[src/drpa_pkg.sv]
// Package for the detector ring parameter averager: types, constants, status codes.
// No dependencies.
`timescale 1ns / 1ps
package drpa_pkg;
   localparam int BarrelBinsDefault   = 171;
   localparam int EndcapRingsDefault  = 40;
   localparam int BarrelOffsetDefault = 85;
   localparam int FractionBitsDefault = 16;

   localparam int SumWidth   = 48;
   localparam int CountWidth = 12;
   localparam logic [CountWidth-1:0] CountMax = '1;
   localparam logic [31:0] BarrelLimitReset = 32'd839000000;
   localparam logic [5:0]  FirstRadiusReset = 6'd11;

   localparam logic [1:0] StatusAccum     = 2'd0;
   localparam logic [1:0] StatusDropped   = 2'd1;
   localparam logic [1:0] StatusReadOk    = 2'd2;
   localparam logic [1:0] StatusReadEmpty = 2'd3;

   localparam logic [1:0] RegionBarrel = 2'd0;
   localparam logic [1:0] RegionPlus   = 2'd1;
   localparam logic [1:0] RegionMinus  = 2'd2;

   localparam logic CmdAccum = 1'b0;
   localparam logic CmdRead  = 1'b1;

   localparam logic CsrBarrelLimit = 1'b0;
   localparam logic CsrFirstRadius = 1'b1;

   typedef struct packed {
      logic        command;
      logic [31:0] raw_id;
      logic signed [31:0] amplitude;
      logic signed [31:0] start_time;
      logic signed [31:0] alpha_shape;
      logic signed [31:0] beta_shape;
      logic [1:0]  read_region;
      logic [7:0]  read_ring;
   } req_type;

   typedef struct packed {
      logic [1:0]  status;
      logic [1:0]  region;
      logic [7:0]  ring_number;
      logic signed [31:0] mean_amplitude;
      logic signed [31:0] mean_start_time;
      logic signed [31:0] mean_alpha;
      logic signed [31:0] mean_beta;
      logic [11:0] crystal_count;
   } rsp_type;

   typedef struct packed {
      logic [0:0]  index;
      logic [31:0] data;
   } csr_type;

   typedef enum logic [2:0] {
      ST_IDLE, ST_CLASS, ST_READ, ST_WRITE, ST_DIVIDE, ST_OUT
   } state_type;
endpackage

[src/drpa_ring_find.sv]
// Endcap ring search: one ring radius compared per cycle against the squared distance.
// Depends on drpa_pkg.
`timescale 1ns / 1ps
module drpa_ring_find #(
   parameter int ENDCAP_RINGS = drpa_pkg::EndcapRingsDefault
) (
   input  logic        clock,
   input  logic        reset,
   input  logic        start,
   input  logic [6:0]  grid_x,
   input  logic [6:0]  grid_y,
   input  logic [5:0]  first_radius,
   output logic        done,
   output logic        found,
   output logic [$clog2(ENDCAP_RINGS+1)-1:0] ring
);
   localparam int RW = $clog2(ENDCAP_RINGS + 1);

   logic          busy_ff, busy_in;
   logic [RW-1:0] idx_ff, idx_in;
   logic [15:0]   dist_ff, dist_in;
   logic [8:0]    lo_ff, lo_in;
   logic signed [8:0] dx, dy;
   logic [17:0]   lo_sq, hi_sq;
   logic          hit, last;

   assign dx    = $signed({1'b0, grid_x, 1'b0}) - 9'sd101;
   assign dy    = $signed({1'b0, grid_y, 1'b0}) - 9'sd101;
   assign lo_sq = lo_ff * lo_ff;
   assign hi_sq = (lo_ff + 9'd2) * (lo_ff + 9'd2);
   assign hit   = ({2'b0, dist_ff} > lo_sq) && ({2'b0, dist_ff} < hi_sq);
   assign last  = (idx_ff == RW'(ENDCAP_RINGS - 1));

   always_comb begin
      busy_in = busy_ff;
      idx_in  = idx_ff;
      dist_in = dist_ff;
      lo_in   = lo_ff;
      done    = 1'b0;
      found   = 1'b0;
      ring    = idx_ff;
      if (start) begin
         busy_in = 1'b1;
         idx_in  = '0;
         dist_in = 16'(dx) * 16'(dx) + 16'(dy) * 16'(dy);
         lo_in   = {2'b0, first_radius, 1'b0};
      end else if (busy_ff) begin
         if (hit || last) begin
            done    = 1'b1;
            found   = hit;
            busy_in = 1'b0;
         end else begin
            idx_in = idx_ff + RW'(1);
            lo_in  = lo_ff + 9'd2;
         end
      end
   end

   always_ff @(posedge clock) begin
      if (reset) begin
         busy_ff <= 1'b0;
      end else begin
         busy_ff <= busy_in;
      end
      idx_ff  <= idx_in;
      dist_ff <= dist_in;
      lo_ff   <= lo_in;
   end
endmodule

[config.mk]
export PLATFORM = sky130hd
export DESIGN_NAME = drpa_ring_find
export DESIGN_NICKNAME = d
export VERILOG_FILES = /design/src/drpa_pkg.sv /design/src/drpa_ring_find.sv
export SDC_FILE = /design/constraint.sdc
export NUM_CORES = 1
export LEC_CHECK = 0
export ABC_CLOCK_PERIOD_IN_PS = 8300
export BUFFER_PORTS_ARGS = -buffer_cell sky130_fd_sc_hd__buf_2
export CAP_MARGIN = 30
export CORE_AREA = 3 3 105 208
export DETAILED_ROUTE_END_ITERATION = 8
export DIE_AREA = 0 0 108 211
export GPL_ROUTABILITY_DRIVEN = 0
export PLACE_DENSITY_LB_ADDON = 0.2
export SLEW_MARGIN = 20
export SYNTH_ARGS = -nofsm -noshare
export SYNTH_HDL_FRONTEND = slang
export SYNTH_SLANG_ARGS = --single-unit
[constraint.sdc]
create_clock -name clock -period 8.3 [get_ports clock]
set_clock_uncertainty 0.1 [all_clocks]
set_input_delay 0.83 -clock clock [delete_from_list [all_inputs] [get_ports clock]]
set_output_delay 0.83 -clock clock [all_outputs]
set_load 0.02 [all_outputs]
==> impl_metrics.yaml <==
logic_synthesis:
  ys_types: 71
  synthAdderAreaFrac_pct: 56.29
  muxShareOfSynthArea_pct: 1.129
  yosys.area.top_type: "fa_1"
  syn_inst: 1093
  synth_compound_area_share_pct: 7.524
  ys_top_cells_by_area: "fa_1 (36%), ha_1 (21%), inv_1 (9.8%)"
  avgSynthCellArea_um2: 9.433
  synth-main-ff-cell: "edfxtp_1"
  synthXorXnorAreaFrac_pct: 6.614
  synth_top_family_by_area: "adder cells"
  async_flop_share_pct: 0
  synth_common_cells: "inv_1 (269), fa_1 (183), ha_1 (171)"
  yosysMostFrequentCell: "inv_1"
  synth_area_mm2: 0.01031
  synth_edf_count: 20
  synth-warning-count: 0
  ys_seq_area_share_pct: 7.573
  synth-simple-area-share_pct: 10.33
  ys_ff_latch: 29
  synth_top_cell_area_share_pct: 35.53
route:
  drtIter0Drc: 199
  drtAntennaViolNets: 0
  drt_wl_total_mm: 24.67
  avgRoutedWirePerCell_um: 17.47
  firstDrtPassIters: 4
  drc_errors: 0
  via_per_inst: 5.212
  vias: 7359
global_route:
  grt_max_degree: 38
  grt_util_all_layers_pct: 23.29
  grt_first_pass_wirelength_mm: 40.28
  grt_overflow_total: 0
  grt_pass1_vias: 8241
  antenna_found_initial: 0
timing:
  whs_ns: 0.4239
  hold_violations: 0
  drv_slew: 0
  relSlewSlack_pct: 52.51
  period_minus_slack_ns: 7.918
  fmax_mhz: 126.3
  fin_crit_sh_pct: 95.40
  setup_viol: 0
  worst_pin_slew_ns: 0.7073
worst_setup_path:
  cp_max_fo: 13
  crit_slowest_cell: "fa_1"
  timing.reg2reg.setup_slack_ns: 1.08
  cp.buffers_inverters: 3
  worstPathArrival_ns: 6.99
  regToRegStartpoint: "lo_ff[1]"
  timing.critical_path.max_delay_family: "adder cells"
  required_ns: 7.37
  cp_common_cell: "ha_1"
  cp_num_cells: 25
  r2r_cells: 25
  r2r-end: "lo_ff[6]"
  cp_slowest_stage_delay_ns: 0.54
  worst_setup_path_start_kind: "flop"
  crit_path_end_kind: "output port"
  path_class: "reg -> out"
final_layout:
  design_area_mm2: 0.01113
  drive_above_1_share_pct: 8.377
  fin_nets: 1522
  fill_cells: 1902
  syn_to_final_growth_pct: 7.949
  n_antenna_cell: 0
hold_path:
  whs_path_depth: 2
  hp-class: "reg -> reg"
  hold_start: "ring[5]"
  hold_end: "ring[5]"
clock_network:
  cts-buffers-inserted: 5
  clk_path_buf_depth: 2
  postCtsHoldBufs: 0
  htreeDepth: 2
  insertion_delay_ns: 0.29
  clkTransAtPathRegs_ns: 0.06
  cts_tree: "yes"
  clockRootBuffer: "clkbuf_16"
  cts_num_sinks: 29
placed_design:
  io_buffers: 30
  detailed_place_hpwl_mm: 22.35
  placed_area_mm2: 0.01087
outcome:
  status: "completed"
die:
  initial_core_util_pct: 50.39
  die_w_um: 108
  fp-row-count: 74
  die_y_um: 211
  die-area_mm2: 0.02279
  ios: 31
  coreArea_mm2: 0.02046
run:
  cap_viol_max_count: 0
## metrics by stage
step | cells | setup slack (ns) | setup TNS (ns) | util [%]
CTS | 1406 | 0.1227 | 0 | 54.06
finish | 1412 | 0.3817 | 0 | 54.39
global route | 1412 | -0.01457 | -0.01457 | 54.39
floorplan | 1095 | 0.7440 | 0 | -
global placement | 1395 | 0.1729 | 0 | 53.14
detailed placement | 1395 | 0.1557 | 0 | 53.14
## worst min-delay path: cells and delay by family, from the launching register on
| kind | cells | cell delay, ns |
|---|---|---|
| flip-flops | 1 | 0.34 |
| AO/OA/AOI/OAI | 2 | 0.14 |
## per-layer routing
layer	routed length, µm	up-vias	part of all wire [%]	global-route usage [%]
met3	336	65	1.4	1.071
met1	7139	3655	29	19.83
li1	-	3530	-	-
met4	1732	0	7.0	13.69
met2	15460	109	63	49.59
met5	0	-	0	0
## final cells by class
cell class | count | area (µm²) | share of cell area (%)
Timing Repair Buffer | 57 | 352.8 | 3.170
Sequential cell | 29 | 782.0 | 7.026
Multi-Input combinational cell | 780 | 8474 | 76.14
Clock inverter | 2 | 16.27 | 0.1461
Tap cell | 266 | 332.8 | 2.990
Clock buffer | 6 | 150.1 | 1.349
Inverter | 272 | 1021 | 9.174
## how the worst max path moves through the flow
stage,startpoint,slack (ns),end
after floorplan,lo_ff[1],0.74,done
after global placement,lo_ff[2],0.17,done
after detailed placement,lo_ff[2],0.16,done
after CTS,lo_ff[2],0.12,done
after global routing,lo_ff[1],-0.01,done
final,lo_ff[1],0.38,done
## what timing repair did
| action | 4_1_cts | 5_1_grt |
|---|---|---|
| setup buffers | 3 | 6 |
| pin swaps | 0 | 1 |
| setup endpoints to repair | 2 | 2 |
| resized for setup | 0 | 7 |
## cells by family after synthesis
logic type	after synthesis
adders and majority gates	354
other	1
and+or+nand+nor	220
DFF	29
muxes	10
xor gates and xnor gates	77
buffers and inverters	286
AOI/OAI and AO/OA	116
## layout by cell type, fill, tap and decap left out, types with 5 or more instances in the layout
| cell type | n |
|---|---|
| nand2b_1 | 9 |
| xor2_1 | 24 |
| o21ai_0 | 22 |
| and2_1 | 14 |
| inv_1 | 269 |
| buf_2 | 30 |
| or4_1 | 6 |
| edfxtp_1 | 20 |
| nor3_1 | 6 |
| a21o_1 | 14 |
| xnor2_1 | 52 |
| mux2_2 | 5 |
| buf_4 | 27 |
| nor2b_1 | 7 |
| nor2_1 | 66 |
| clkbuf_16 | 6 |
| o31ai_1 | 5 |
| a21oi_1 | 33 |
| nand2_1 | 74 |
| dfxtp_1 | 8 |
| fa_1 | 183 |
| nand3_1 | 8 |
| ha_1 | 170 |
## state kept, by name (all words and copies together) (netlist names)
register  count
lo_ff         8
ring          6
busy_ff       1
dist_ff      14
Power is not shown: default switching activity piles up to over one toggle a cycle in this logic, so the estimate is an artifact.
