<file path="src/drpa_pkg.sv">
// Package for the detector ring parameter averager: types, constants, status codes.
// No dependencies.
`timescale 1ns / 1ps
package drpa_pkg;
   localparam int BarrelBinsDefault   = 171;
   localparam int EndcapRingsDefault  = 40;
   localparam int BarrelOffsetDefault = 85;
   localparam int FractionBitsDefault = 16;

   localparam int SumWidth   = 48;
   localparam int CountWidth = 12;
   localparam logic [CountWidth-1:0] CountMax = '1;
   localparam logic [31:0] BarrelLimitReset = 32'd839000000;
   localparam logic [5:0]  FirstRadiusReset = 6'd11;

   localparam logic [1:0] StatusAccum     = 2'd0;
   localparam logic [1:0] StatusDropped   = 2'd1;
   localparam logic [1:0] StatusReadOk    = 2'd2;
   localparam logic [1:0] StatusReadEmpty = 2'd3;

   localparam logic [1:0] RegionBarrel = 2'd0;
   localparam logic [1:0] RegionPlus   = 2'd1;
   localparam logic [1:0] RegionMinus  = 2'd2;

   localparam logic CmdAccum = 1'b0;
   localparam logic CmdRead  = 1'b1;

   localparam logic CsrBarrelLimit = 1'b0;
   localparam logic CsrFirstRadius = 1'b1;

   typedef struct packed {
      logic        command;
      logic [31:0] raw_id;
      logic signed [31:0] amplitude;
      logic signed [31:0] start_time;
      logic signed [31:0] alpha_shape;
      logic signed [31:0] beta_shape;
      logic [1:0]  read_region;
      logic [7:0]  read_ring;
   } req_type;

   typedef struct packed {
      logic [1:0]  status;
      logic [1:0]  region;
      logic [7:0]  ring_number;
      logic signed [31:0] mean_amplitude;
      logic signed [31:0] mean_start_time;
      logic signed [31:0] mean_alpha;
      logic signed [31:0] mean_beta;
      logic [11:0] crystal_count;
   } rsp_type;

   typedef struct packed {
      logic [0:0]  index;
      logic [31:0] data;
   } csr_type;

   typedef enum logic [2:0] {
      ST_IDLE, ST_CLASS, ST_READ, ST_WRITE, ST_DIVIDE, ST_OUT
   } state_type;
endpackage

</file>
<file path="src/drpa_divider.sv">
// Signed 48-bit by 12-bit restoring divider, one quotient bit per cycle, truncating.
// Depends on drpa_pkg.
`timescale 1ns / 1ps
module drpa_divider (
   input  logic        clock,
   input  logic        reset,
   input  logic        start,
   input  logic signed [drpa_pkg::SumWidth-1:0] dividend,
   input  logic [drpa_pkg::CountWidth-1:0]      divisor,
   output logic        done,
   output logic [31:0] quotient
);
   localparam int W = drpa_pkg::SumWidth;

   logic          busy_ff, busy_in;
   logic [5:0]    cnt_ff, cnt_in;
   logic [W-1:0]  quo_ff, quo_in;
   logic [drpa_pkg::CountWidth:0] rem_ff, rem_in;
   logic [drpa_pkg::CountWidth-1:0] den_ff, den_in;
   logic          neg_ff, neg_in;
   logic [drpa_pkg::CountWidth:0] trial;
   logic [W-1:0]  qneg;

   assign trial = {rem_ff[drpa_pkg::CountWidth-1:0], quo_ff[W-1]};
   assign qneg  = neg_ff ? (~quo_ff + W'(1)) : quo_ff;
   assign quotient = qneg[31:0];

   always_comb begin
      busy_in = busy_ff;
      cnt_in  = cnt_ff;
      quo_in  = quo_ff;
      rem_in  = rem_ff;
      den_in  = den_ff;
      neg_in  = neg_ff;
      done    = 1'b0;
      if (start) begin
         busy_in = 1'b1;
         cnt_in  = 6'(W);
         neg_in  = dividend[W-1];
         quo_in  = dividend[W-1] ? W'(-dividend) : dividend;
         rem_in  = '0;
         den_in  = divisor;
      end else if (busy_ff) begin
         if (cnt_ff == 6'd0) begin
            done    = 1'b1;
            busy_in = 1'b0;
         end else begin
            cnt_in = cnt_ff - 6'd1;
            if (trial >= {1'b0, den_ff}) begin
               rem_in = trial - {1'b0, den_ff};
               quo_in = {quo_ff[W-2:0], 1'b1};
            end else begin
               rem_in = trial;
               quo_in = {quo_ff[W-2:0], 1'b0};
            end
         end
      end
   end

   always_ff @(posedge clock) begin
      if (reset) begin
         busy_ff <= 1'b0;
      end else begin
         busy_ff <= busy_in;
      end
      cnt_ff <= cnt_in;
      quo_ff <= quo_in;
      rem_ff <= rem_in;
      den_ff <= den_in;
      neg_ff <= neg_in;
   end
endmodule

</file>
<file path="config.mk">
export PLATFORM = sky130hd
export DESIGN_NAME = drpa_divider
export DESIGN_NICKNAME = d
export VERILOG_FILES = /design/src/drpa_pkg.sv /design/src/drpa_divider.sv
export SDC_FILE = /design/constraint.sdc
export NUM_CORES = 1
export LEC_CHECK = 0
export BUFFER_PORTS_ARGS = -buffer_cell sky130_fd_sc_hd__buf_2
export CORE_MARGIN = 3
export CORE_UTILIZATION = 50
export CTS_CLUSTER_DIAMETER = 60
export CTS_CLUSTER_SIZE = 10
export DETAILED_ROUTE_END_ITERATION = 10
export PLACE_DENSITY_LB_ADDON = 0.3
export RECOVER_POWER = 25
export SYNTH_ARGS = -nofsm -noshare
export SYNTH_HDL_FRONTEND = slang
export SYNTH_SLANG_ARGS = --single-unit
</file>
<file path="constraint.sdc">
create_clock -name clock -period 5.29 [get_ports clock]
set_input_delay 1.058 -clock clock [delete_from_list [all_inputs] [get_ports clock]]
set_output_delay 1.058 -clock clock [all_outputs]
set_load 0.02 [all_outputs]
</file>
==> results.md, run 1 <==
- Setup total negative slack on the finished layout was measured at 0 ns.
- In this run the worst path has a maximum fanout of 5.
- The area of the core is 10400 sq um.
- The dominant cell by count in the synthesized netlist is nor2_1.
- For met3 alone, demand over resource in global routing was 4.14%.
- From left edge to right edge, the die measures between 100 and 150 um.
- The total of flip-flops plus latches after synthesis is 80.
- The number of standard cells in the final layout excluding fillers is 812.
- The start point of the critical path is quo_ff[8].
- Once detailed placement completed, the half-perimeter wirelength came to roughly 9000 um.
- In this run, placement finished with an instance count of 796.
- Yosys printed 0 warnings.
- The first-pass GRT wire length is a little under 20000 um.
- The total congestion overflow after global routing is 0.
- The overall power of the completed layout is 1.65 mW.
- The die covers 12100 sq um.
- CTS built an H-tree with a depth of 3.
- The number of setup buffers added after CTS is 0.
- The root buffer cell is clkbuf_8.
- The reported max-cap violation count is 2.
- The endpoint arrival time on the critical path is 3.29 ns.
- The worst supply voltage drop on vdd is 0.168 mV.
- At the pin with the least slew margin, the transition time is 2.17 ns.
- The critical path start-end classification is flop to output pin.
- The count of hold-fix buffers inserted at cts is 0.
- The floorplan die height is roughly 110 um.
- In this run the biggest area consumer among cell types represents 33.9% of the synthesized area.
- The worst setup slack after layout is 0.938 ns.
- TritonCTS created 9 clock buffers.
- The first TritonRoute pass finished after 5 iterations.
- The most used routing layer is met2.
- The cell area that synthesis handed to floorplanning was 5410 sq um.
- The startpoint identified for the worst hold timing path is rem_ff[11].
- The number of cells upsized or downsized after cts is 0.
- The fraction of registers with async set/reset is 0%.
- From synthesis to final layout, the design area changed by 14.0%.
- The final max-slew violation count was 165.
- The initial antenna violation count is 0.
- The global routing met1 resource utilization is 27.6%.
- The maximum buffer depth of the clock tree is 2.
- The via count of the first global-routing pass is 4264.
- In this run the critical register-to-register path is launched from cnt_ff[3].
- The clock sink total is 80.
- The final layout contains routed wiring with a total length of 12400 um.
- Once layout is done, the placed cells without fillers occupy between 6000 and 7000 sq um.
- The global routing usage summed across all routing layers is 20.8%.
- The clock latency at the later pin of the worst-skew pair is 0.36 ns.
- For this run, global-route usage on met2 was measured as between 30 and 40%.
- The clock-pin slew of the registers on the worst-case setup and hold paths is approximately 0.080 ns.
- At the placement stage, the worst setup path has a slack of about 1.4 ns.
- For this design the ratio of total power to cell area is 267 nW/um^2.
- The sort of element at the end of the critical path is an output pin.
- Entering global routing, the biggest net connects 116 pins.
- The worst path needs 4.35 ns of the cycle, external delays included.
- Setup repair after global routing left no endpoint under its margin.
- The via total after detailed routing is 4640.
- The number of failing setup endpoints in the final timing report is 0.
- The worst setup path is launched from a flop.
- The path class of the tightest hold or removal check is flop to flop.
- The antenna diode instance count is 0.
- The clock tree from TritonCTS is yes.
- The final net count is 751.
- Dividing the detail-routed via count by the number of cells gives 5.71.
- The standard-cell row count is 37.
- The worst pin sits at a relative slew slack of -44.7%.
- The DRC violation count after routing is 0.
- The final reports fail on capacitance limit, slew limit.
- By area the synthesized netlist is led by edfxtp_1 (34%), xor2_1 (7.9%), dfxtp_1 (7.0%), xnor2_1 (6.2%), a21oi_1 (4.9%).
- Based on the critical path, the design can be clocked at up to 0.230 GHz.
- Synthesis handed over a netlist of 588 instances.
- Sorting the synthesized cells by how often they occur yields nor2_1 (65), edfxtp_1 (61), a21oi_1 (53).
- The count of nets left with antenna violations after detail routing is 0.
- After layout, the worst path uses 82.3% of the clock period.
- STA puts the critical path data required time at 4.23 ns.
- The share of layout cells above drive strength 1 is 18.5%.
- In this run the static leakage power is around 2.3 nW.
- The per-cell routed wire length is around 15 um.
- The most used flip-flop cell after synthesis is edfxtp_1.
- For this block, the initial DRC count from the detailed router was ~300.
- The initial utilization of the core area, before any placement, comes to roughly half.
- Between clock sinks in the finished design, the worst skew comes to 0.00664 ns.
- The post-synthesis sequential area ratio is 40.9%.
- After synthesis, the netlist uses 57 different library cells.
- The mean post-synth cell area is 9.19 sq um.
- The area of placed instances is about 6000 sq um.
- At the end of routability-driven placement, the weighted congestion stood at 0.869.
- Summed over all instances, the cell type with the most area after synthesis is edfxtp_1.
- The flow ran to the end, but the final reports show violations.
- The final count of hold timing violations came to 0.
- Yosys mapped a number of flops with a built-in enable equal to 61.
- During I/O placement, the number of pins put on the boundary was 96.
- The count of buffers added on input and output ports is 95.
- The net count after synthesis is 668.
==> worst paths after layout <==
check / to / slack [ns] / cells past startpoint
setup / recovery: quotient[31] / 0.94 / 7
setup reg to reg: quo_ff[12] / 2.40 / 5
hold / removal: rem_ff[11] / 0.48 / 2
hold reg to reg: rem_ff[11] / 0.48 / 2
==> stage by stage <==
stage	utilization, %	hold WS, ns
after global routing	59.2	0.510
after floorplan	-	0.437
after CTS	59.2	0.479
after detailed placement	57.3	0.469
final	59.2	0.479
after global placement	57.3	0.463
==> final cells by class <==
class	count	area [sq um]
fillers	931	4250
multi-input cells	460	3010
flip-flops and latches	80	2210
repair buffers	97	484
well taps	136	170
clock buffers	13	159
inverters	23	86.3
clock inverters	3	40.0
==> state kept, by name, summed over array words and instances, names as in the netlist <==
| register | flops |
|---|---|
| neg_ff | 1 |
| rem_ff | 12 |
| den_ff | 12 |
| quo_ff | 48 |
| busy_ff | 1 |
| cnt_ff | 6 |
==> power breakdown <==
part / switching (mW) / internal [mW] / total, mW
logic: 0.231 / 0.157 / 0.388
clock network: 0.216 / 0.243 / 0.459
registers: 0.0522 / 0.748 / 0.801
total: 0.499 / 1.15 / 1.65
==> cells in the final DEF (no fill, tap or decap), drive strengths merged, types with 3 or more instances in the layout <==
cell	count
a21oi	53
and2	4
buf	93
clkbuf	17
dfxtp	19
edfxtp	61
ha	16
inv	23
mux2i	9
nand2	41
nand2b	8
nand3	10
nand3b	4
nand4	4
nor2	65
nor2b	4
nor3	9
nor4	10
o211ai	3
o21ai	45
o2bb2a	3
o31ai	22
o41ai	9
or2	6
or3	9
or4	11
xnor2	38
xor2	49
==> critical path, cell delays in order (launching register included) <==
cell	delay, ns
edfxtp_1	0.48
nor4_1	0.35
or3b_1	0.47
or4_4	0.57
or4_4	0.49
o41ai_4	0.24
xnor2_1	0.15
buf_2	0.19
==> metal layers <==
metal	share of wire, %	vias to the layer above
li1	-	2300
met1	46	2177
met2	47	140
met3	5.4	23
met4	2.2	0
met5	0	-
==> cells by family after synthesis <==
kind of cell	synth area share [%]
buffers and inverters	3.40
AOI/OAI and AO/OA	17.2
DFF	40.9
xor gates and xnor gates	14.1
adders and majority gates	4.07
and+or+nand+nor	18.2
muxes	2.08
(Power assumes the default switching activity.)
==> run 2: changes to the inputs <==
==> constraint.sdc (replaced) <==
create_clock -name clock -period 4.5 [get_ports clock]
set_input_delay 0.9 -clock clock [delete_from_list [all_inputs] [get_ports clock]]
set_output_delay 0.9 -clock clock [all_outputs]
set_load 0.02 [all_outputs]
==> run 2 against run 1 <==
  * The run still ends with capacitance limit, slew limit left
  * Register-to-register slack worse by 0.64 ns
  * Worst hold slack improved by 0.0029 ns
  * Critical path depth stayed put
  * First-iteration DRC count decreased by 7.4%
  * Sequential share of layout area down 0.18 points
  * Power up 20%
  * Flip-flop and latch count stayed put
  * Combinational power is 17% higher
  * Global-route usage is 0.57 points higher
  * Highest routed layer unchanged
  * Setup slack worse by 0.61 ns
  * Via count hardly changed
  * Largest cell class unchanged
==> results.md, run 2 (same netlist as run 1, synthesis figures left out) <==
- The most common library cell in the layout ignoring fill and taps is buf_2.
- The area occupied by multi-input gates is 3010 sq um (unchanged).
- The met2 capacity usage during global routing was 33.7% (+0.78 points).
- The power density over the cells was 320 nW/um^2 (+20%).
- The final HPWL from detailed placement is 9140 um (+1.3%).
- The largest net degree at the start of global routing was 81 (-30%).
- The sequential group share of total power is 47.6% (-1.0 points).
- Walking the worst path, the cells encountered are or3_4 > or4_4 > or4_4 > or4_4 > o41ai_4 > xnor2_1 > buf_2.
- The switching component of the power came to 0.625 mW (+25%).
- The startpoint identified for the worst hold timing path is rem_ff[11].
- The maximum clock skew at final layout is 0.0201 ns (+0.0135 ns).
- The number of buffers added by the clock tree synthesis step was 9 (unchanged).
- In this run the clock root is driven by a clkbuf_8.
- The achievable clock frequency is 0.240 GHz.
- The die outline width is 110 um (unchanged).
- The actual transition at the worst max-transition pin is 1.83 ns (-0.344 ns).
- The first-pass GRT wire length is 20400 um (+3.6%).
- From synthesis to final layout, the design area changed by 14.6%.
- The standard-cell row count is 37 (unchanged).
- The number of cells upsized or downsized after cts is 0 (unchanged).
- The leakage power total is 2.36 nW (+0.53%).
- The clock latency at the later pin of the worst-skew pair was 0.38 ns (+0.02 ns).
- The startpoint class of the critical path is a flop.
- The DRC violation total after the first TritonRoute iteration was 275 (-7.4%).
- The routed design could run at a clock period as short as 4.17 ns.
- The total length of routed wires was 12700 um (+2.8%).
- The clock-pin slew of the registers on the worst-case setup and hold paths is 0.10 ns (+0.02 ns).
- The via total after detailed routing was 4636 (-0.086%).
- The critical path's slowest cell is or4_4.
- The total congestion overflow after global routing is 0 (unchanged).
- The final net count came to 753 (+0.27%).
- The setup slack of the worst register-to-register path is 1.76 ns (-0.64 ns).
- The number of failing setup endpoints in the final timing report was 0 (unchanged).
- The final count of hold timing violations is 0 (unchanged).
- The buffer count from post-CTS setup fixing is 0 (unchanged).
- The reported max-cap violation count came to 2 (unchanged).
- The data required time at the worst endpoint is 3.60 ns (-0.63 ns).
- The fill cell total of the finished layout is 951 (+2.1%).
- The initial antenna violation count is 0 (unchanged).
- The worst max-slew margin expressed relative to the limit is -21.8% (+23 points).
- In this run the worst hold path is classified as flop to flop.
- The count of hold-fix buffers inserted at cts is 0 (unchanged).
- The largest stage delay on the critical path is 0.53 ns (-0.04 ns).
- The switching power as a share of total power was 31.5% (+1.2 points).
- The start point of the critical path is quo_ff[15].
- The final RePlAce weighted congestion is 0.899 (+3.4%).
- The maximum fanout along the worst path was 4 (-1).
- In this design, the critical path's most frequently occurring cell is or4_4.
- The first-pass iteration count of the detailed router is 5 (unchanged).
- The worst supply voltage drop on vdd is 0.219 mV (+31%).
- The initial standard-cell utilization of the core was 51.9% (unchanged).
- The instance count after placement with tap cells included was 798 (+0.25%).
- The share of layout cells above drive strength 1 is 18.9% (+0.39 points).
- The endpoint arrival time on the critical path was 3.27 ns (-0.02 ns).
- Counting flops per register, the top entry is quo_ff.
- The DRC violation count after routing is 0 (unchanged).
- The via count of the first global-routing pass is 4244 (-0.47%).
- TritonCTS built the clock tree.
- The antenna diode instance count is 0 (unchanged).
- The share of total power in combinational logic is 22.9% (-0.6 points).
- The quantity of I/O buffers inserted on ports is 95 (unchanged).
- The global routing usage summed across all routing layers is 21.4% (+0.57 points).
- Setup repair after global routing left no endpoint under its margin.
- The number of flip-flops under the largest register name is 48 (unchanged).
- The most used routing layer is met2.
- The met3 routing resource usage after global routing is 5.07% (+0.93 points).
- The final cycle utilization of the critical path is 92.7%.
- The sequential cell area is 2210 sq um (unchanged).
- The average vias per placed instance is 5.70 (-0.33%).
- The area enclosed by the die boundary is 12100 sq um (unchanged).
- The share of total power in the clock network is 29.5% (+1.6 points).
- The count of nets left with antenna violations after detail routing is 0 (unchanged).
- The final max-slew violation count was 88 (-47%).
- The area of the core came to 10400 sq um (unchanged).
- The clock sink total is 80 (unchanged).
- The library cells used most frequently in the layout, excluding fill and tap cells, are buf_2 (92), nor2_1 (65), edfxtp_1 (61).
- The floorplan die height was 110 um (unchanged).
- The setup TNS after final layout is 0 ns (unchanged).
- The sort of element at the end of the critical path is an output pin.
- The per-cell routed wire length was 15.6 um (+2.5%).
- In the final layout, the registers with the most flip-flops are quo_ff (48), den_ff (12), rem_ff (12).
- The critical register-to-register path startpoint is cnt_ff[0].
- The setup path with the least slack is of type flop to output pin.
- The global routing met1 resource utilization came to 29.9% (+2.3 points).
- The number of standard cells in the final layout excluding fillers came to 814 (+0.25%).
- The I/O pin total is 96 (unchanged).
- The checks that failed: capacitance limit, slew limit.
- The level count of the clock H-tree is 3 (unchanged).
- The internal cell power is 1.36 mW (+18%).
- The run finished, with violations left.
- The maximum buffer depth of the clock tree is 2 (unchanged).
[run 2: changes by cell type in the layout (fill, tap and decap cells not counted), sizes merged]
cell	before	now
clkinv	2	1
buf	93	94
inv	23	26
clkbuf	17	15
clkinvlp	0	1
[run 2: layout make-up]
| class | count | area share (%) |
|---|---|---|
| clock buffer | 10 | 2.40 |
| clock inverter | 6 | 1.13 |
| inverter | 23 | 1.39 |
| multi-input combinational | 460 | 48.6 |
| sequential | 80 | 35.7 |
| tap | 136 | 2.75 |
| timing repair buffer | 99 | 8.00 |
[run 2: path summary, 6_finish.rpt]
| check | end | cells past startpoint |
|---|---|---|
| setup / recovery | quotient[31] | 7 |
| hold / removal | rem_ff[11] | 2 |
| setup reg to reg | quo_ff[3] | 7 |
| hold reg to reg | rem_ff[11] | 2 |
[run 2: metrics by stage]
step | total power [mW] | hold slack (ns) | util [%] | cell area, sq um | setup WS (ns)
4_1_cts | 2.00 | 0.484 | 59.6 | 6210 | 0.310
6_report | 1.98 | 0.482 | 59.5 | 6190 | 0.327
3_5_place_dp | 1.41 | 0.472 | 57.5 | 5990 | 0.750
2_1_floorplan | 1.25 | 0.437 | - | 5410 | 0.919
3_3_place_gp | 1.40 | 0.465 | 57.5 | 5990 | 0.791
5_1_grt | 2.08 | 0.520 | 59.5 | 6190 | 0.162
[run 2: worst max-delay path: cells and delay by family, from the launching register on]
family | cells | cell delay, ns
and+or+nand+nor | 4 | 1.86
DFF | 1 | 0.46
AOI/OAI and AO/OA | 1 | 0.24
buffers and inverters | 1 | 0.18
xor gates and xnor gates | 1 | 0.15
[run 2: per-layer routing]
metal  share of wire (%)  vias to the layer above  routed length, um
met2                  46                      137               5890
met4                0.94                        0                120
met1                  47                     2175               5970
met5                   0                        -                  0
li1                    -                     2313                  -
met3                 6.0                       11                758
[run 2: power by group through the flow]
stage / sequential (mW) / combinational, mW / clock [mW]
floorplan: 0.936 / 0.319 / 0
global placement: 0.953 / 0.444 / 0
detailed placement: 0.958 / 0.453 / 0
CTS: 0.942 / 0.456 / 0.602
global route: 0.953 / 0.505 / 0.627
finish: 0.944 / 0.454 / 0.585
==> run 3: changes to the inputs <==
--- a/config.mk
+++ b/config.mk
@@ -5,13 +5,15 @@
 export SDC_FILE = /design/constraint.sdc
 export NUM_CORES = 1
 export LEC_CHECK = 0
+export ABC_AREA = 1
 export BUFFER_PORTS_ARGS = -buffer_cell sky130_fd_sc_hd__buf_2
 export CORE_MARGIN = 3
 export CORE_UTILIZATION = 50
 export CTS_CLUSTER_DIAMETER = 60
 export CTS_CLUSTER_SIZE = 10
 export DETAILED_ROUTE_END_ITERATION = 10
-export PLACE_DENSITY_LB_ADDON = 0.3
+export GPL_TIMING_DRIVEN = 0
+export PLACE_DENSITY_LB_ADDON = 0.2
 export RECOVER_POWER = 25
 export SYNTH_ARGS = -nofsm -noshare
 export SYNTH_HDL_FRONTEND = slang
==> run 3 against run 2 <==
  * The flow now finishes without violations
  * Synthesized cell count up 56%
  * Register-to-register slack better by 0.56 ns
  * Die area up 17%
  * Clock-buffer cell count down 1
  * Routed wire length up 41%
  * Via count up 39%
  * Clock power up 17%
  * Flip-flop and latch count unchanged
  * Worst hold slack worse by 0.011 ns
  * Setup slack better by 0.77 ns
  * Final area up 19%
  * Combinational power up 26%
==> results.md, run 3 <==
- The final max-slew violation count is 0 (-100%).
- The endpoint arrival time on the critical path is 2.51 ns (-0.76 ns).
- The average vias per placed instance is 5.38 (-5.5%).
- The flow ran to the end, and the final reports show no timing, DRC or antenna violations.
- The worst supply voltage drop on vdd came to 0.213 mV (-2.6%).
- The post-synthesis sequential area ratio came to 34.6% (-6.3 points).
- The DRC violation count after routing came to 0 (unchanged).
- The clock sink total is 80 (unchanged).
- The synthesized area is 6400 sq um (+18%).
- The number of flip-flops under the largest register name came to 48 (unchanged).
- The power density over the cells is 297 nW/um^2 (-7.2%).
- The overall power of the completed layout is 2.19 mW (+10%).
- By area, the combinational part of the netlist is dominated by simple AND/OR/NAND/NOR gates.
- The shortest period the worst path allows came to 3.41 ns (-0.766 ns).
- The achievable clock frequency was 0.294 GHz (+22%).
- Walking the worst path, the cells encountered are clkbuf_1 > clkbuf_1 > inv_2 > clkbuf_8 > nand2_1 > nor2_1 > buf_2.
- The quantity of I/O buffers inserted on ports is 95 (unchanged).
- The count of unique library cells instantiated by Yosys is 46 (-19%).
- The total length of routed wires is 17900 um (+41%).
- The mean post-synth cell area is 6.99 sq um (-24%).
- The initial antenna violation count is 1 (+1).
- The worst max-slew margin expressed relative to the limit was 40.5% (+62 points).
- The total of flip-flops plus latches after synthesis was 80 (unchanged).
- The top cell family by delay on the critical path is buffers and inverters.
- The per-cell routed wire length came to 15.0 um (-4.4%).
- The largest net degree at the start of global routing is 36 (-56%).
- The reported max-cap violation count came to 0 (-2).
- The buffers plus inverters on the worst setup path is 5 (+4).
- The number of synthesis warnings is 0 (unchanged).
- The share of layout cells above drive strength 1 came to 14.9% (-4.0 points).
- The count of nets left with antenna violations after detail routing was 0 (unchanged).
- The clock-pin slew of the registers on the worst-case setup and hold paths is 0.06 ns (-0.04 ns).
- The most used flip-flop cell after synthesis is edfxtp_1.
- The final count of hold timing violations was 0 (unchanged).
- Setup repair after global routing left no endpoint under its margin.
- The clock tree from TritonCTS is yes.
- The maximum buffer depth of the clock tree is 2 (unchanged).
- The library cell used most frequently in the layout, excluding fill and tap cells, is nand2_1.
- The I/O pin total was 96 (unchanged).
- The fraction of post-synthesis cell area in the top cell type by area is 28.6% (-5.2 points).
- The number of cells upsized or downsized after cts was 0 (unchanged).
- The level count of the clock H-tree is 3 (unchanged).
- The area enclosed by the die boundary is 14200 sq um (+17%).
- The clock latency at the later pin of the worst-skew pair was 0.35 ns (-0.03 ns).
- The first-pass GRT wire length came to 28900 um (+42%).
- The most frequent cell on the critical path is clkbuf_1.
- The register with the most flip-flops in the final layout is quo_ff.
- The number of failing setup endpoints in the final timing report is 0 (unchanged).
- The worst setup path is of the input port to output pin kind.
- The compound-cell area share of the yosys netlist came to 8.33% (-8.9 points).
- The synthesized-area fraction occupied by xor and xnor cells is 7.26% (-6.8 points).
- The total congestion overflow after global routing is 0 (unchanged).
- The largest stage delay on the critical path was 0.65 ns (+0.12 ns).
- The global routing usage summed across all routing layers was 25.6% (+4.2 points).
- The worst setup timing slack at the placement stage is 1.49 ns (+0.745 ns).
- The tightest min-delay check is of the flop to flop type.
- The maximum fanout along the worst path is 14 (+10).
- The die outline width is 119 um (+8.3%).
- The final cycle utilization of the critical path is 75.7% (-17 points).
- The cell taking the most area after synthesis is edfxtp_1.
- The number of flops mapped to enable cells by yosys is 61 (unchanged).
- The worst setup slack after layout is 1.09 ns (+0.766 ns).
- The buffer count from post-CTS setup fixing is 0 (unchanged).
- The final HPWL from detailed placement is 14100 um (+55%).
- The final RePlAce weighted congestion was 0.958 (+6.6%).
- By area the synthesized netlist is led by edfxtp_1 (29%), nand2_1 (15%), nand3_1 (6.9%), nor2_1 (6.7%), inv_1 (6.4%).
- The via count of the first global-routing pass is 5829 (+37%).
- The fraction of registers with async set/reset is 0% (unchanged).
- The initial standard-cell utilization of the core is 52.2% (+0.26 points).
- From synthesis to final layout, the design area changed by 15.2%.
- The standard-cell row count came to 40 (+8.1%).
- The fill cell total of the finished layout came to 1193 (+25%).
- The synthesized-area fraction occupied by and/or/nand/nor cells is 37.3% (+19 points).
- The startpoint class of the critical path is an input port.
- The final net count is 1102 (+46%).
- The post-synthesis cell count is 915 (+56%).
- The count of hold-fix buffers inserted at cts is 0 (unchanged).
- The first-pass iteration count of the detailed router is 5 (unchanged).
- The critical path's slowest cell is clkbuf_1.
- The commonest cells after synthesis are nand2_1 (257), nor2_1 (114), inv_1 (109).
- The worst setup path is captured at an output pin.
- The fraction of the mapped netlist area in adder cells is 3.44% (-0.63 points).
- The dominant cell by count in the synthesized netlist is nand2_1.
- The number of buffers added by the clock tree synthesis step was 9 (unchanged).
- The setup TNS after final layout was 0 ns (unchanged).
- The top cell types in the final layout, fill and taps aside, are nand2_1 (257), nor2_1 (115), inv_1 (109).
- The data required time at the worst endpoint is 3.60 ns (about the same).
- The largest registers in the layout are quo_ff (48), den_ff (12), rem_ff (12).
- The floorplan die height is 119 um (+8.3%).
- The maximum clock skew at final layout is 0.00821 ns (-0.0119 ns).
- The fraction of synthesized area in multiplexers is 0% (-2.1 points).
- The area of the core is 12300 sq um (+18%).
- The net count after synthesis is 995 (+49%).
- The root buffer cell is clkbuf_16.
- The DRC violation total after the first TritonRoute iteration is 633 (+130%).
- The actual transition at the worst max-transition pin is 0.892 ns (-0.934 ns).
- The via total after detailed routing is 6436 (+39%).
- The leakage power total came to 3.46 nW (+47%).
[run 3: routing by layer]
metal  track usage (%)  vias to the layer above  wire length, um
met5                 0                        -                0
met4              10.2                        0              573
met3              4.13                       37             1630
met2              38.3                      272             7540
met1              36.7                     2914             8170
li1                  -                     3213                -
[run 3: area by class of cell]
cell class                      instances  area (sq um)  share of cell area, %
Inverter                              111           417                   5.65
Antenna cell                            1          2.50                 0.0340
Clock buffer                            9           225                   3.06
Buffer                                 24           151                   2.05
Clock inverter                          7          53.8                  0.730
Sequential cell                        80          2210                   30.0
Timing Repair Buffer                   96           493                   6.69
Multi-Input combinational cell        700          3600                   48.9
Tap cell                              168           210                   2.85
[run 3: worst paths after layout]
path / cells past startpoint / slack [ns] / end / from
max: 7 / 1.09 / done / start
min: 2 / 0.47 / cnt_ff[0] / cnt_ff[0]
max reg2reg: 11 / 2.32 / quo_ff[0] / den_ff[10]
min reg2reg: 2 / 0.47 / cnt_ff[0] / cnt_ff[0]
[run 3: metrics by stage]
| step | utilization, % | instance area (sq um) | hold slack [ns] | std cells |
|---|---|---|---|---|
| CTS | 60.2 | 7380 | 0.469 | 1195 |
| floorplan | - | 6400 | 0.444 | 915 |
| finish | 60.1 | 7370 | 0.470 | 1196 |
| global placement | 57.8 | 7080 | 0.455 | 1178 |
| detailed placement | 57.9 | 7100 | 0.460 | 1179 |
| global route | 60.1 | 7370 | 0.499 | 1196 |
[run 3: power by group]
group          total (mW)  switching [mW]  internal, mW
sequential          0.928          0.0491         0.879
clock               0.687           0.310         0.377
combinational       0.573           0.381         0.192
[run 3: kinds of logic after synthesis]
kind of cell | Yosys count
adders and majority gates | 17
DFF | 80
buffers and inverters | 135
AOI/OAI and AO/OA | 93
xor gates and xnor gates | 53
and+or+nand+nor | 537
[run 3: worst reg2reg max path: cells and delay by family (launching register included)]
kind | cells | cell delay, ns
flops | 1 | 0.37
fa+ha+maj | 1 | 0.27
buf+inv | 3 | 0.39
compound gates | 3 | 0.50
simple gates | 4 | 0.41
